File: src/rtl/ccds_pkg.sv
`default_nettype none
// ---------------------------------------------------------------------------
// Clock calendar package
// Shared types, codes, constants and small arithmetic helpers.
// ---------------------------------------------------------------------------
package ccds_pkg;

	typedef enum logic [1:0] {
		OP_TICK     = 2'd0,
		OP_TIME_SET = 2'd1,
		OP_DATE_SET = 2'd2,
		OP_KEY      = 2'd3
	} opcode_t;

	typedef enum logic [1:0] {
		RUNNING   = 2'd0,
		TIME_EDIT = 2'd1,
		DATE_EDIT = 2'd2
	} mode_t;

	localparam logic [3:0] KEY_DIGIT_MAX = 4'd9;
	localparam logic [3:0] KEY_LEFT      = 4'd10;
	localparam logic [3:0] KEY_RIGHT     = 4'd11;

	localparam logic [2:0] CUR_HI_TENS  = 3'd0;
	localparam logic [2:0] CUR_HI_UNITS = 3'd1;
	localparam logic [2:0] CUR_MD_TENS  = 3'd2;
	localparam logic [2:0] CUR_MD_UNITS = 3'd3;
	localparam logic [2:0] CUR_LO_TENS  = 3'd4;
	localparam logic [2:0] CUR_LAST     = 3'd5;

	localparam logic [5:0] SEC_PER_MIN   = 6'd60;
	localparam logic [5:0] MIN_PER_HOUR  = 6'd60;
	localparam logic [4:0] HOUR_PER_DAY  = 5'd24;
	localparam logic [3:0] MONTH_LAST    = 4'd12;
	localparam logic [6:0] YEAR_LAST     = 7'd99;
	localparam logic [6:0] HOUR_LAST     = 7'd23;
	localparam logic [4:0] HOUR_CLAMP    = 5'd20;

	localparam logic [7:0] TPS_RESET     = 8'd100;
	localparam int         APB_ADDR_W    = 3;
	localparam logic       REG_IDX_TPS   = 1'b0;

	typedef struct packed {
		logic [4:0] out_hours;
		logic [5:0] out_minutes;
		logic [5:0] out_seconds;
		logic [4:0] out_day;
		logic [3:0] out_month;
		logic [6:0] out_year;
		logic [1:0] mode_now;
		logic [2:0] cursor_now;
		logic       second_advanced;
		logic       day_advanced;
	} res_t;

	// Tens digit of a value below 100, by reciprocal multiplication.
	function automatic logic [3:0] div10(input logic [6:0] v);
		logic [14:0] prod;
		prod = 15'(v) * 15'd205;
		return prod[14:11];
	endfunction

	function automatic logic [6:0] mul10(input logic [3:0] t);
		return 7'({t, 3'b000}) + 7'({t, 1'b0});
	endfunction

	function automatic logic [3:0] units10(input logic [6:0] v, input logic [3:0] t);
		logic [6:0] r;
		r = v - mul10(t);
		return r[3:0];
	endfunction

	function automatic logic [4:0] month_length(input logic [3:0] m, input logic [6:0] y);
		logic [4:0] len;
		if (m == 4'd2) begin
			len = (y[1:0] == 2'b00) ? 5'd29 : 5'd28;
		end else if (m inside {4'd4, 4'd6, 4'd9, 4'd11}) begin
			len = 5'd30;
		end else begin
			len = 5'd31;
		end
		return len;
	endfunction

endpackage
`default_nettype wire

File: src/rtl/ccds_evt_if.sv
`default_nettype none
// ---------------------------------------------------------------------------
// Event channel
// Carries one clock event item with a valid/ready handshake.
// ---------------------------------------------------------------------------
interface ccds_evt_if;
	logic       valid;
	logic       ready;
	logic [1:0] opcode;
	logic [3:0] key_code;

	modport source (output valid, opcode, key_code, input ready);
	modport sink (input valid, opcode, key_code, output ready);
endinterface
`default_nettype wire

File: src/rtl/ccds_res_if.sv
`default_nettype none
// ---------------------------------------------------------------------------
// Result channel
// Carries one clock and calendar result item with a valid/ready handshake.
// ---------------------------------------------------------------------------
interface ccds_res_if;
	logic       valid;
	logic       ready;
	logic [4:0] out_hours;
	logic [5:0] out_minutes;
	logic [5:0] out_seconds;
	logic [4:0] out_day;
	logic [3:0] out_month;
	logic [6:0] out_year;
	logic [1:0] mode_now;
	logic [2:0] cursor_now;
	logic       second_advanced;
	logic       day_advanced;

	modport source (
		output valid, out_hours, out_minutes, out_seconds, out_day, out_month, out_year,
		       mode_now, cursor_now, second_advanced, day_advanced,
		input  ready
	);
	modport sink (
		input  valid, out_hours, out_minutes, out_seconds, out_day, out_month, out_year,
		       mode_now, cursor_now, second_advanced, day_advanced,
		output ready
	);
endinterface
`default_nettype wire

File: src/rtl/ccds_apb_regs.sv
`default_nettype none
// ---------------------------------------------------------------------------
// Configuration registers
// APB-style port holding the ticks-per-second prescaler limit.
// ---------------------------------------------------------------------------
module ccds_apb_regs
	import ccds_pkg::*;
(
	input  wire logic                  clk,
	input  wire logic                  arst_n,
	input  wire logic                  psel,
	input  wire logic                  penable,
	input  wire logic                  pwrite,
	input  wire logic [APB_ADDR_W-1:0] paddr,
	input  wire logic [31:0]           pwdata,
	output logic      [31:0]           prdata,
	output logic                       pready,
	output logic      [7:0]            tps
);
	logic [7:0] tps_q;
	logic       hit;

	assign hit    = (paddr[2] == REG_IDX_TPS);
	assign pready = 1'b1;
	assign tps    = tps_q;

	always_ff @(posedge clk or negedge arst_n) begin
		if (!arst_n) begin
			tps_q <= TPS_RESET;
		end else if (psel && penable && pwrite && pready && hit) begin
			tps_q <= pwdata[7:0];
		end
	end

	always_comb begin
		prdata = '0;
		if (hit) begin
			prdata = {24'd0, tps_q};
		end
	end
endmodule
`default_nettype wire

File: src/rtl/ccds_core.sv
`default_nettype none
// ---------------------------------------------------------------------------
// Clock and calendar core
// Holds the time, date, prescaler, mode and cursor and computes their next
// values for one event item.
// ---------------------------------------------------------------------------
module ccds_core
	import ccds_pkg::*;
(
	input  wire logic       clk,
	input  wire logic       arst_n,
	input  wire logic       take,
	input  wire logic [1:0] opcode,
	input  wire logic [3:0] key_code,
	input  wire logic [7:0] tps,
	output res_t            res_d
);
	opcode_t    op;
	logic [4:0] hour_q, hour_d, day_q, day_d;
	logic [5:0] minute_q, minute_d, second_q, second_d;
	logic [3:0] month_q, month_d;
	logic [6:0] year_q, year_d;
	logic [7:0] prescale_q, prescale_d, prescale_inc;
	mode_t      mode_q, mode_d, target;
	logic [2:0] cursor_q, cursor_d, cursor_inc, cursor_dec;
	logic       sec_flag, day_flag;

	logic [5:0] second_inc, minute_inc;
	logic [4:0] hour_inc;
	logic [5:0] day_inc;
	logic [3:0] month_inc;
	logic [6:0] year_inc;
	logic [4:0] lim_cur, lim_new;

	logic [3:0] hr_t, hr_u, mi_t, mi_u, se_t, se_u;
	logic [3:0] dy_t, dy_u, mo_t, mo_u, yr_t, yr_u;

	logic [4:0] ed_hour, ed_day;
	logic [5:0] ed_minute, ed_second;
	logic [3:0] ed_month;
	logic [6:0] ed_year;
	logic       ed_ok;
	logic [6:0] cand;

	assign op = opcode_t'(opcode);

	assign hr_t = div10(7'(hour_q));
	assign hr_u = units10(7'(hour_q), hr_t);
	assign mi_t = div10(7'(minute_q));
	assign mi_u = units10(7'(minute_q), mi_t);
	assign se_t = div10(7'(second_q));
	assign se_u = units10(7'(second_q), se_t);
	assign dy_t = div10(7'(day_q));
	assign dy_u = units10(7'(day_q), dy_t);
	assign mo_t = div10(7'(month_q));
	assign mo_u = units10(7'(month_q), mo_t);
	assign yr_t = div10(year_q);
	assign yr_u = units10(year_q, yr_t);

	assign prescale_inc = prescale_q + 8'd1;
	assign second_inc   = second_q + 6'd1;
	assign minute_inc   = minute_q + 6'd1;
	assign hour_inc     = hour_q + 5'd1;
	assign day_inc      = {1'b0, day_q} + 6'd1;
	assign month_inc    = month_q + 4'd1;
	assign year_inc     = year_q + 7'd1;
	assign lim_cur      = month_length(month_q, year_q);
	assign lim_new      = month_length(ed_month, ed_year);

	assign cursor_inc = (cursor_q >= CUR_LAST) ? 3'd0 : cursor_q + 3'd1;
	assign cursor_dec = (cursor_q == 3'd0) ? CUR_LAST : cursor_q - 3'd1;

	// Digit entry: validation and clamping for the current cursor position.
	always_comb begin
		ed_hour   = hour_q;
		ed_minute = minute_q;
		ed_second = second_q;
		ed_day    = day_q;
		ed_month  = month_q;
		ed_year   = year_q;
		ed_ok     = 1'b1;
		cand      = '0;
		if (mode_q == TIME_EDIT) begin
			case (cursor_q)
				CUR_HI_TENS: begin
					cand = mul10(key_code) + 7'(hr_u);
					if (key_code > 4'd2) begin
						ed_ok = 1'b0;
					end else begin
						ed_hour = (cand > HOUR_LAST) ? HOUR_CLAMP : cand[4:0];
					end
				end
				CUR_HI_UNITS: begin
					cand = mul10(hr_t) + 7'(key_code);
					if (hr_t == 4'd2 && key_code > 4'd3) begin
						ed_ok = 1'b0;
					end else begin
						ed_hour = cand[4:0];
					end
				end
				CUR_MD_TENS: begin
					cand = mul10(key_code) + 7'(mi_u);
					if (key_code > 4'd5) begin
						ed_ok = 1'b0;
					end else begin
						ed_minute = cand[5:0];
					end
				end
				CUR_MD_UNITS: begin
					cand      = mul10(mi_t) + 7'(key_code);
					ed_minute = cand[5:0];
				end
				CUR_LO_TENS: begin
					cand = mul10(key_code) + 7'(se_u);
					if (key_code > 4'd5) begin
						ed_ok = 1'b0;
					end else begin
						ed_second = cand[5:0];
					end
				end
				default: begin
					cand      = mul10(se_t) + 7'(key_code);
					ed_second = cand[5:0];
				end
			endcase
		end else begin
			case (cursor_q)
				CUR_HI_TENS: begin
					cand = mul10(key_code) + 7'(dy_u);
					if (key_code > 4'd3) begin
						ed_ok = 1'b0;
					end else if (cand == 7'd0) begin
						ed_day = 5'd1;
					end else if (cand > 7'(lim_cur)) begin
						ed_day = lim_cur;
					end else begin
						ed_day = cand[4:0];
					end
				end
				CUR_HI_UNITS: begin
					cand = mul10(dy_t) + 7'(key_code);
					if (cand == 7'd0 || cand > 7'(lim_cur)) begin
						ed_ok = 1'b0;
					end else begin
						ed_day = cand[4:0];
					end
				end
				CUR_MD_TENS: begin
					cand = mul10(key_code) + 7'(mo_u);
					if (key_code > 4'd1) begin
						ed_ok = 1'b0;
					end else if (cand == 7'd0) begin
						ed_month = 4'd1;
					end else if (cand > 7'(MONTH_LAST)) begin
						ed_month = MONTH_LAST;
					end else begin
						ed_month = cand[3:0];
					end
				end
				CUR_MD_UNITS: begin
					cand = mul10(mo_t) + 7'(key_code);
					if (cand == 7'd0 || cand > 7'(MONTH_LAST)) begin
						ed_ok = 1'b0;
					end else begin
						ed_month = cand[3:0];
					end
				end
				CUR_LO_TENS: begin
					cand    = mul10(key_code) + 7'(yr_u);
					ed_year = cand;
				end
				default: begin
					cand    = mul10(yr_t) + 7'(key_code);
					ed_year = cand;
				end
			endcase
			if (cursor_q >= CUR_MD_TENS && day_q > lim_new) begin
				ed_day = lim_new;
			end
		end
	end

	// Event decode and the seconds-to-years rollover cascade.
	always_comb begin
		hour_d     = hour_q;
		minute_d   = minute_q;
		second_d   = second_q;
		day_d      = day_q;
		month_d    = month_q;
		year_d     = year_q;
		prescale_d = prescale_q;
		mode_d     = mode_q;
		cursor_d   = cursor_q;
		sec_flag   = 1'b0;
		day_flag   = 1'b0;
		target     = (op == OP_TIME_SET) ? TIME_EDIT : DATE_EDIT;
		case (op)
			OP_TICK: begin
				prescale_d = prescale_inc;
				if (prescale_inc >= tps) begin
					prescale_d = 8'd0;
					if (mode_q == RUNNING) begin
						sec_flag = 1'b1;
						second_d = second_inc;
						if (second_inc >= SEC_PER_MIN) begin
							second_d = 6'd0;
							minute_d = minute_inc;
							if (minute_inc >= MIN_PER_HOUR) begin
								minute_d = 6'd0;
								hour_d   = hour_inc;
								if (hour_inc >= HOUR_PER_DAY) begin
									hour_d   = 5'd0;
									day_flag = 1'b1;
									day_d    = day_inc[4:0];
									if (day_inc > {1'b0, lim_cur}) begin
										day_d   = 5'd1;
										month_d = month_inc;
										if (month_inc > MONTH_LAST) begin
											month_d = 4'd1;
											year_d  = (year_inc > YEAR_LAST) ? 7'd0 : year_inc;
										end
									end
								end
							end
						end
					end
				end
			end
			OP_TIME_SET, OP_DATE_SET: begin
				if (mode_q == target) begin
					mode_d = RUNNING;
				end else begin
					mode_d   = target;
					cursor_d = 3'd0;
				end
			end
			OP_KEY: begin
				if (mode_q != RUNNING) begin
					if (key_code == KEY_LEFT) begin
						cursor_d = cursor_dec;
					end else if (key_code == KEY_RIGHT) begin
						cursor_d = cursor_inc;
					end else if (key_code <= KEY_DIGIT_MAX && ed_ok) begin
						hour_d   = ed_hour;
						minute_d = ed_minute;
						second_d = ed_second;
						day_d    = ed_day;
						month_d  = ed_month;
						year_d   = ed_year;
						cursor_d = cursor_inc;
					end
				end
			end
			default: begin
			end
		endcase
	end

	always_ff @(posedge clk or negedge arst_n) begin
		if (!arst_n) begin
			hour_q     <= 5'd0;
			minute_q   <= 6'd0;
			second_q   <= 6'd0;
			day_q      <= 5'd1;
			month_q    <= 4'd1;
			year_q     <= 7'd0;
			prescale_q <= 8'd0;
			mode_q     <= RUNNING;
			cursor_q   <= 3'd0;
		end else if (take) begin
			hour_q     <= hour_d;
			minute_q   <= minute_d;
			second_q   <= second_d;
			day_q      <= day_d;
			month_q    <= month_d;
			year_q     <= year_d;
			prescale_q <= prescale_d;
			mode_q     <= mode_d;
			cursor_q   <= cursor_d;
		end
	end

	always_comb begin
		res_d.out_hours       = hour_d;
		res_d.out_minutes     = minute_d;
		res_d.out_seconds     = second_d;
		res_d.out_day         = day_d;
		res_d.out_month       = month_d;
		res_d.out_year        = year_d;
		res_d.mode_now        = mode_d;
		res_d.cursor_now      = cursor_d;
		res_d.second_advanced = sec_flag;
		res_d.day_advanced    = day_flag;
	end
endmodule
`default_nettype wire

File: src/rtl/ccds_result_stage.sv
`default_nettype none
// ---------------------------------------------------------------------------
// Result register
// Holds one finished result item until the receiver takes it.
// ---------------------------------------------------------------------------
module ccds_result_stage
	import ccds_pkg::*;
(
	input  wire logic  clk,
	input  wire logic  arst_n,
	input  wire logic  load,
	input  res_t       res_d,
	output logic       can_take,
	ccds_res_if.source res
);
	logic valid_q;
	res_t data_q;

	assign can_take = !valid_q || res.ready;

	always_ff @(posedge clk or negedge arst_n) begin
		if (!arst_n) begin
			valid_q <= 1'b0;
		end else if (load) begin
			valid_q <= 1'b1;
		end else if (res.ready) begin
			valid_q <= 1'b0;
		end
	end

	always_ff @(posedge clk) begin
		if (load) begin
			data_q <= res_d;
		end
	end

	assign res.valid           = valid_q;
	assign res.out_hours       = data_q.out_hours;
	assign res.out_minutes     = data_q.out_minutes;
	assign res.out_seconds     = data_q.out_seconds;
	assign res.out_day         = data_q.out_day;
	assign res.out_month       = data_q.out_month;
	assign res.out_year        = data_q.out_year;
	assign res.mode_now        = data_q.mode_now;
	assign res.cursor_now      = data_q.cursor_now;
	assign res.second_advanced = data_q.second_advanced;
	assign res.day_advanced    = data_q.day_advanced;
endmodule
`default_nettype wire

File: src/rtl/clock_calendar_with_digit_setting.sv
`default_nettype none
// ---------------------------------------------------------------------------
// Real-time clock and calendar with digit setting
// Event items come in on evt: a base tick, a time-set or date-set button, or
// a keypad key (digit, cursor left, cursor right). Every item gives exactly
// one result item on res with the full time, date, mode, cursor position and
// the second and day rollover flags.
// The prescaler limit is written over the APB port at address 0; it should
// be changed only while no item is in flight.
// The state and the result register are both loaded at the edge that accepts
// the item. One item is taken every cycle while the receiver keeps up; the
// single result register sets that figure.
// When the receiver stalls, the waiting result holds and evt.ready drops
// until it is taken; in the cycle it is taken a new item may enter.
// Reset clears the clock to 00:00:00, day 1, month 1, year 0, running mode,
// cursor 0, prescaler 0, a limit of 100 ticks, and empties the result
// register.
// ---------------------------------------------------------------------------
module clock_calendar_with_digit_setting
	import ccds_pkg::*;
(
	input  wire logic                  clk,
	input  wire logic                  arst_n,
	input  wire logic                  psel,
	input  wire logic                  penable,
	input  wire logic                  pwrite,
	input  wire logic [APB_ADDR_W-1:0] paddr,
	input  wire logic [31:0]           pwdata,
	output logic      [31:0]           prdata,
	output logic                       pready,
	ccds_evt_if.sink                   evt,
	ccds_res_if.source                 res
);
	logic [7:0] tps;
	logic       can_take;
	logic       accept;
	res_t       res_d;

	assign evt.ready = can_take;
	assign accept    = evt.valid && can_take;

	ccds_apb_regs u_regs (
		.clk     (clk),
		.arst_n  (arst_n),
		.psel    (psel),
		.penable (penable),
		.pwrite  (pwrite),
		.paddr   (paddr),
		.pwdata  (pwdata),
		.prdata  (prdata),
		.pready  (pready),
		.tps     (tps)
	);

	ccds_core u_core (
		.clk      (clk),
		.arst_n   (arst_n),
		.take     (accept),
		.opcode   (evt.opcode),
		.key_code (evt.key_code),
		.tps      (tps),
		.res_d    (res_d)
	);

	ccds_result_stage u_out (
		.clk      (clk),
		.arst_n   (arst_n),
		.load     (accept),
		.res_d    (res_d),
		.can_take (can_take),
		.res      (res)
	);
endmodule
`default_nettype wire
File: src/flat_wrapper.sv
// flat-port wrapper written by rule: the top's interface ports become plain ports
module clock_calendar_with_digit_setting_flat import ccds_pkg::*;
  (clk, arst_n, psel, penable, pwrite, paddr, pwdata, prdata, pready, evt_valid, evt_opcode, evt_key_code, evt_ready, res_valid, res_out_hours, res_out_minutes, res_out_seconds, res_out_day, res_out_month, res_out_year, res_mode_now, res_cursor_now, res_second_advanced, res_day_advanced, res_ready);
  ccds_evt_if evt_i ();
  ccds_res_if res_i ();
  input  wire logic clk;
  input  wire logic arst_n;
  input  wire logic psel;
  input  wire logic penable;
  input  wire logic pwrite;
  input  wire logic [APB_ADDR_W-1:0] paddr;
  input  wire logic [31:0] pwdata;
  output logic      [31:0] prdata;
  output logic pready;
  input wire logic [$bits(evt_i.valid)-1:0] evt_valid;
  input wire logic [$bits(evt_i.opcode)-1:0] evt_opcode;
  input wire logic [$bits(evt_i.key_code)-1:0] evt_key_code;
  output wire logic [$bits(evt_i.ready)-1:0] evt_ready;
  output wire logic [$bits(res_i.valid)-1:0] res_valid;
  output wire logic [$bits(res_i.out_hours)-1:0] res_out_hours;
  output wire logic [$bits(res_i.out_minutes)-1:0] res_out_minutes;
  output wire logic [$bits(res_i.out_seconds)-1:0] res_out_seconds;
  output wire logic [$bits(res_i.out_day)-1:0] res_out_day;
  output wire logic [$bits(res_i.out_month)-1:0] res_out_month;
  output wire logic [$bits(res_i.out_year)-1:0] res_out_year;
  output wire logic [$bits(res_i.mode_now)-1:0] res_mode_now;
  output wire logic [$bits(res_i.cursor_now)-1:0] res_cursor_now;
  output wire logic [$bits(res_i.second_advanced)-1:0] res_second_advanced;
  output wire logic [$bits(res_i.day_advanced)-1:0] res_day_advanced;
  input wire logic [$bits(res_i.ready)-1:0] res_ready;
  assign evt_i.valid = evt_valid;
  assign evt_i.opcode = evt_opcode;
  assign evt_i.key_code = evt_key_code;
  assign evt_ready = evt_i.ready;
  assign res_valid = res_i.valid;
  assign res_out_hours = res_i.out_hours;
  assign res_out_minutes = res_i.out_minutes;
  assign res_out_seconds = res_i.out_seconds;
  assign res_out_day = res_i.out_day;
  assign res_out_month = res_i.out_month;
  assign res_out_year = res_i.out_year;
  assign res_mode_now = res_i.mode_now;
  assign res_cursor_now = res_i.cursor_now;
  assign res_second_advanced = res_i.second_advanced;
  assign res_day_advanced = res_i.day_advanced;
  assign res_i.ready = res_ready;
  clock_calendar_with_digit_setting u_core (.clk(clk), .arst_n(arst_n), .psel(psel), .penable(penable), .pwrite(pwrite), .paddr(paddr), .pwdata(pwdata), .prdata(prdata), .pready(pready), .evt(evt_i), .res(res_i));
endmodule
File: config.mk
export PLATFORM = sky130hd
export DESIGN_NAME = clock_calendar_with_digit_setting_flat
export DESIGN_NICKNAME = d
export VERILOG_FILES = /design/src/rtl/ccds_pkg.sv /design/src/rtl/ccds_evt_if.sv /design/src/rtl/ccds_res_if.sv /design/src/rtl/ccds_apb_regs.sv /design/src/rtl/ccds_core.sv /design/src/rtl/ccds_result_stage.sv /design/src/rtl/clock_calendar_with_digit_setting.sv /design/src/flat_wrapper.sv
export SDC_FILE = /design/constraint.sdc
export NUM_CORES = 1
export LEC_CHECK = 0
export ABC_AREA = 1
export ABC_CLOCK_PERIOD_IN_PS = 6700
export BUFFER_PORTS_ARGS = -buffer_cell sky130_fd_sc_hd__buf_2
export CORE_ASPECT_RATIO = 1.1
export CORE_MARGIN = 1.5
export CORE_UTILIZATION = 30
export CTS_BUF_LIST = sky130_fd_sc_hd__clkbuf_8
export DETAILED_ROUTE_END_ITERATION = 6
export MAX_ROUTING_LAYER = met4
export PLACE_DENSITY_LB_ADDON = 0.25
export REMOVE_ABC_BUFFERS = 1
export SETUP_SLACK_MARGIN = 0.2
export SLEW_MARGIN = 30
export SYNTH_ARGS = -nofsm -noshare
export SYNTH_HDL_FRONTEND = slang
export SYNTH_SLANG_ARGS = --single-unit
export TNS_END_PERCENT = 30
File: constraint.sdc
create_clock -name clk -period 6.7 [get_ports clk]
set_input_delay 1.34 -clock clk [delete_from_list [all_inputs] [get_ports clk]]
set_output_delay 1.34 -clock clk [all_outputs]
set_load 0.03 [all_outputs]
# Yosys cells after proc, flatten, opt, wreduce, memory -nomap -nowiden
# Cells that the tools add are included.
[word_totals]
ff_bits = 95
inputBits = 48
output_inout_bits = 75
elab_cells = 256
[op_classes]
addsub = 34
multipliers = 6
magnitude_cmp = 20
n_eq_ne = 22
mux = 122
n_bitwise = 1
reduce_logical = 30
[ops]
columns = ["op", "n"]
rows = [
  ["5-bit two-way mux", 29],
  ["6-bit two-way mux", 19],
  ["7-bit two-way mux", 13],
  ["4-bit two-way mux", 16],
  ["6-bit case mux with 2 select lines", 4],
  ["5-bit case mux with 2 select lines", 4],
  ["6-bit by 4-bit adder with 6-bit output", 6],
  ["7-bit by 4-bit adder with 7-bit output", 5],
  ["7-bit logical NOT", 4],
  ["6-bit by 8-bit multiplier with 14-bit output, second input constant", 2],
  ["7-bit case mux with 2 select lines", 2],
  ["5-bit by 8-bit multiplier with 13-bit output, second input constant", 2],
  ["4-bit equality test, second input constant", 6],
  ["4-bit subtractor", 6],
  ["3-bit two-way mux", 7],
  ["4-bit by 3-bit equality test with 1-bit output, second input constant", 4],
  ["1-bit two-way mux", 16],
  ["8-bit two-way mux", 2],
  ["4-bit case mux with 2 select lines", 2],
  ["7-bit by 8-bit multiplier with 15-bit output, second input constant", 1],
  ["7-bit by 5-bit adder with 7-bit output", 2],
  ["7-bit by 5-bit greater-than comparator with 1-bit output", 2],
  ["6-bit by 1-bit adder with 6-bit output, second input constant", 2],
  ["6-bit >= comparator, second input constant", 2],
  ["52 further kinds", 77],
]

# Longest topological paths before layout
[depth]
depth_word = 23
depth_mapped = 47
depth_no_buf = 47

# Hierarchy
# From an unflattened synthesis, not the netlist that was laid out.
[hier_totals]
hier_cells = 1891
area_unflattened_um2 = 13654.3
[by_module_without_submodules]
columns = ["module", "instances", "cells_each", "area_per_inst_um2"]
rows = [
  ["ccds_core", 1, 1763, 11787.6],
  ["ccds_result_stage", 1, 45, 1246.2],
  ["ccds_apb_regs", 1, 81, 613.1],
  ["clock_calendar_with_digit_setting", 1, 2, 7.5],
]

# Worst setup path before layout
# Ideal clock, no wire load.
[synth_timing]
path_type = "reg2reg"
from = "register u_core.u_core.month_q[2]"
to = "register u_core.u_out.data_q, in the netlist u_core.u_out.res.out_day[0] (data pin)"
arrival_time_ns = 5.607
path_slack_ns = 0.833
stages_incl_launch_ff = 44
path_buffers = 0
path_cell_list = "dfrtp_1 > clkinv_1 > ha_1 > ha_1 > ha_1 > nand2_1 > o21ai_0 > a21oi_1 > o21bai_1 > a31oi_1 > xnor2_1 > ha_1 > ha_1 > xnor2_1 > xor2_1 > inv_1 > ha_1 > nand2_1 > [8 not listed] > nand2_1 > nor2_1 > nand2_1 > nor2_1 > nor2_2 > ha_1 > nand4_1 > o2111ai_1 > nor2_1 > inv_1 > o21ai_0 > a21oi_1 > nand2_1 > nand2_1 > nand2_1 > nand2_1 > nand2_1 > nand2_2"
[synth_lines]
columns = ["item", "line_no", "text"]
rows = [
  ["start, declared", "ccds_core.sv:21", "logic [3:0] month_q, month_d;"],
  ["start signal, assigned", "ccds_core.sv:275", "month_q <= month_d;"],
  ["end signal, assigned", "ccds_result_stage.sv:33", "data_q <= res_d;"],
  ["end, declared", "ccds_result_stage.sv:17", "res_t data_q;"],
]

==> results_tabular.tex <==
\begin{tabular}{lr}
\hline
Metric & Value \\
\hline
\multicolumn{2}{l}{\textbf{Clocking}} \\
Clock transition at the registers of the reported paths & 0.10 ns \\
Clock tree from TritonCTS & yes \\
Hold bufs inserted after CTS & 0 \\
Cell at the root of the clock tree & sky130\_fd\_sc\_hd\_\_clkbuf\_8 \\
Clock buffers created by TritonCTS & 9 \\
H-tree depth & 3 \\
CTS max path bufs & 2 \\
Number of sinks handled by clock tree synthesis & 95 \\
Clock latency of the later-clocked register in the worst-skew pair & 0.44 ns \\
\multicolumn{2}{l}{\textbf{Worst setup path}} \\
Worst-path maximum fanout & 4 \\
Worst path slowest cell & sky130\_fd\_sc\_hd\_\_fa\_1 \\
Kind of critical path & reg2reg \\
Data required time of the critical path & 6.89 ns \\
Worst R2R Path Depth & 31 \\
CP max stage delay & 0.50 ns \\
Cell with the most instances on the worst path & sky130\_fd\_sc\_hd\_\_inv\_1 \\
Crit start category & flop \\
Worst reg-to-reg setup slack & 0.61 ns \\
Crit path arrival time & 6.28 ns \\
Nature of the critical path endpoint & flop \\
\multicolumn{2}{l}{\textbf{Placement}} \\
Number of buffer cells added on primary ports & 71 \\
Half-perimeter wire length after placement & 30500 microns \\
Routability cong. & 0.882 \\
\multicolumn{2}{l}{\textbf{Synthesis}} \\
Number of warning messages in the yosys log & 0 \\
Most area-hungry cell type in the Yosys netlist & sky130\_fd\_sc\_hd\_\_ha\_1 \\
Most numerous cell in the Yosys netlist & sky130\_fd\_sc\_hd\_\_nand2\_1 \\
Most area-consuming cells after synthesis & sky130\_fd\_sc\_hd\_\_ha\_1 21\%, sky130\_fd\_sc\_hd\_\_nand2\_1 11\%, sky130\_fd\_sc\_hd\_\_dfrtp\_1 9.1\% \\
Fraction of synthesized cell area taken by the top area cell type & 0.209 \\
Count of cell types in the netlist & 63 \\
Number of synthesized register bits & 95 \\
Share of async-settable or async-resettable flops after synthesis & 0.579 \\
Sequential fraction of the synthesis area & 0.189 \\
Dominant register cell in the synthesized netlist & sky130\_fd\_sc\_hd\_\_dfrtp\_1 \\
Number of enable flip-flop cells after synthesis & 40 \\
Avg Cell Area, Syn & 7.26 sq um \\
Post-synthesis instance total & 1886 \\
Top cell types by occurrence after synthesis & 404 x sky130\_fd\_sc\_hd\_\_nand2\_1, 292 x sky130\_fd\_sc\_hd\_\_inv\_1, 229 x sky130\_fd\_sc\_hd\_\_ha\_1 \\
Syn Std Cell Area & 13700 sq um \\
\multicolumn{2}{l}{\textbf{Layout}} \\
Number of nets at the end of the flow & 2275 \\
Fraction of layout instances using a drive strength above 1 & 0.113 \\
Final core area utilization & 0.336 \\
Layout overhead on the synthesized area & 9.92\% \\
Filler cell count & 4805 \\
\multicolumn{2}{l}{\textbf{Power}} \\
Pleak & 0.00781 uW \\
Maximum vdd ir drop & 0.173 mV \\
Power density normalized to cell area & 388 nW/um\^{}2 \\
\multicolumn{2}{l}{\textbf{Run status}} \\
Run status & complete, no violations \\
\multicolumn{2}{l}{\textbf{Routing}} \\
\# DRC & 0 \\
Antenna-violating nets left & 0 \\
Number of vias per cell & 4.95 \\
Starting DRT DRC Count & 717 \\
Via count & 12.6k \\
Wire length per cell & 15.5 microns \\
Total wire length & 39500 microns \\
First-pass DRT Iterations & 5 \\
\multicolumn{2}{l}{\textbf{Timing}} \\
Setup-failing EPs final & 0 \\
Post-route clock skew & 0.0206 ns \\
Slew at the pin closest to its max-slew limit & 0.868 ns \\
Minimum hold slack & 0.518 ns \\
RSZ-0062 raised after global routing & yes \\
Final Max Slew Viols & 0 \\
Final-layout setup total negative slack & 0 ns \\
Max-slew headroom & 0.421 \\
Final clock period utilization by the worst path & 0.909 \\
Shortest period the worst path allows & 6.09 ns \\
Number of failing hold endpoints at the final stage & 0 \\
Max Clock Freq & 164 MHz \\
\multicolumn{2}{l}{\textbf{Global routing}} \\
Maximum number of pins on one net before global-route repair & 56 \\
Vias in the first global route & 12.2k \\
All-layer global routing usage & 0.176 \\
Wire length of the first global-routing pass & 63000 microns \\
Remaining Overflow, GRT & 0 \\
Initial antenna violation count & 1 \\
\multicolumn{2}{l}{\textbf{Floorplan}} \\
Std cell rows & 81 \\
Initial Util & 0.306 \\
Width of the die & 207 microns \\
I/O Pins & 123 \\
Floorplan die area & 46900 sq um \\
Core region area & 44800 sq um \\
Die height & 227 microns \\
\multicolumn{2}{l}{\textbf{Worst hold path}} \\
Worst min-delay path class & reg2reg \\
Depth of the worst hold-timing path & 2 \\
\multicolumn{2}{l}{\textbf{Flow run}} \\
Number of max-cap violations & 0 \\
\hline
\end{tabular}
final cells by class:
class | count | area, sq um | share of cell area
multi-input cells | 1442 | 9790 | 0.650
diodes | 1 | 2.50 | 0.000166
repair buffers | 102 | 592 | 0.0393
clock buffers | 9 | 124 | 0.00823
well taps | 581 | 727 | 0.0483
inverters | 306 | 1150 | 0.0766
clock inverters | 7 | 77.6 | 0.00515
flip-flops and latches | 95 | 2590 | 0.172
cell families (layout without fill, tap and decap cells):
| family | Yosys count | count (layout) | share of synthesized area |
|---|---|---|---|
| flip-flops | 95 | 95 | 0.189 |
| XOR/XNOR | 64 | 64 | 0.0409 |
| adder cells (fa/ha/maj) | 271 | 271 | 0.271 |
| buffers and inverters | 372 | 424 | 0.112 |
| AND/OR/NAND/NOR | 730 | 730 | 0.235 |
| AO/OA/AOI/OAI | 352 | 352 | 0.152 |
| other | 2 | 26 | 0.000548 |
power breakdown:
part / internal, uW / switching [uW]
Clock: 177 / 247
Combinational: 1730 / 2790
Sequential: 738 / 158
Total: 2650 / 3200
cell usage in the layout (no fill, tap or decap), types with 18 or more instances in the layout:
cell	netlist	routed
sky130_fd_sc_hd__xnor2_1	19	18
sky130_fd_sc_hd__ha_1	229	225
sky130_fd_sc_hd__o211ai_1	39	39
sky130_fd_sc_hd__conb_1	2	25
sky130_fd_sc_hd__dfrtp_1	50	47
sky130_fd_sc_hd__buf_2	11	71
sky130_fd_sc_hd__nand3_1	118	115
sky130_fd_sc_hd__buf_4	28	30
sky130_fd_sc_hd__nand4_1	19	19
sky130_fd_sc_hd__fa_1	42	42
sky130_fd_sc_hd__edfxtp_1	40	40
sky130_fd_sc_hd__nand2_2	17	25
sky130_fd_sc_hd__inv_1	292	288
sky130_fd_sc_hd__nor2_1	118	115
sky130_fd_sc_hd__nand2_1	404	396
sky130_fd_sc_hd__o21ai_0	130	128
sky130_fd_sc_hd__xor2_1	45	44
sky130_fd_sc_hd__a21oi_1	85	85
layer usage:
layer | GRT usage | part of all wire | vias to the layer above
li1 | - | - | 6342
met1 | 0.218 | 0.44 | 5925
met2 | 0.296 | 0.48 | 258
met3 | 0.0208 | 0.045 | 59
met4 | 0.0622 | 0.028 | 0
met5 | - | 0 | -
timing repair:
| item | CTS | global route |
|---|---|---|
| setup buffers | 0 | 5 |
| resized for setup | 0 | 37 |
| endpoints found under the setup margin | 0 | 15 |
flip-flops by register name, indices dropped and copies added (netlist names), 2 cells and up:
name / count
u_core.u_core.prescale_q: 8
u_core.u_regs.tps: 8
u_core.u_core.year_q: 7
u_core.u_out.res.out_year: 7
u_core.u_core.minute_q: 6
u_core.u_core.second_q: 6
u_core.u_out.res.out_minutes: 6
u_core.u_out.res.out_seconds: 6
u_core.u_core.day_q: 5
u_core.u_core.hour_q: 5
u_core.u_out.res.out_day: 5
u_core.u_out.res.out_hours: 5
u_core.u_core.month_q: 4
u_core.u_out.res.out_month: 4
u_core.u_core.cursor_q: 3
u_core.u_out.res.cursor_now: 3
u_core.u_core.mode_q: 2
u_core.u_out.res.mode_now: 2
worst max-delay path: cells and delay by family (launching register included):
| family | cells | cell delay [ns] |
|---|---|---|
| AOI/OAI and AO/OA | 7 | 1.00 |
| xor gates and xnor gates | 4 | 0.72 |
| adders and majority gates | 7 | 2.60 |
| buffers and inverters | 6 | 0.47 |
| DFF | 1 | 0.44 |
| and+or+nand+nor | 7 | 0.65 |
through the flow:
step | setup WS [ns] | instance area, sq um | total power (uW) | cells
CTS | 0.272 | 14900 | 5820 | 2537
floorplan | 0.786 | 13400 | 4260 | 1843
detailed placement | 0.310 | 14700 | 5340 | 2521
global route | 0.134 | 15100 | 6620 | 2543
global placement | 0.400 | 14700 | 5220 | 2521
finish | 0.608 | 15100 | 5840 | 2543
final timing paths:
check / end / from
worst max register to register: u_core.u_out.res.out_year[4]$_DFFE_PP_ / u_core.u_core.year_q[4]$_DFFE_PN0P_
max in group asynchronous: u_core.u_core.hour_q[3]$_DFFE_PN0P_ / arst_n
worst min register to register: u_core.u_core.prescale_q[7]$_DFFE_PN0P_ / u_core.u_core.prescale_q[7]$_DFFE_PN0P_
worst max-delay path: u_core.u_out.res.out_year[4]$_DFFE_PP_ / u_core.u_core.year_q[4]$_DFFE_PN0P_
min in group asynchronous: u_core.u_regs.tps[4]$_DFFE_PN0P_ / arst_n
worst min-delay path: u_core.u_core.prescale_q[7]$_DFFE_PN0P_ / u_core.u_core.prescale_q[7]$_DFFE_PN0P_
No activity file was read; power rests on OpenSTA's default activity.
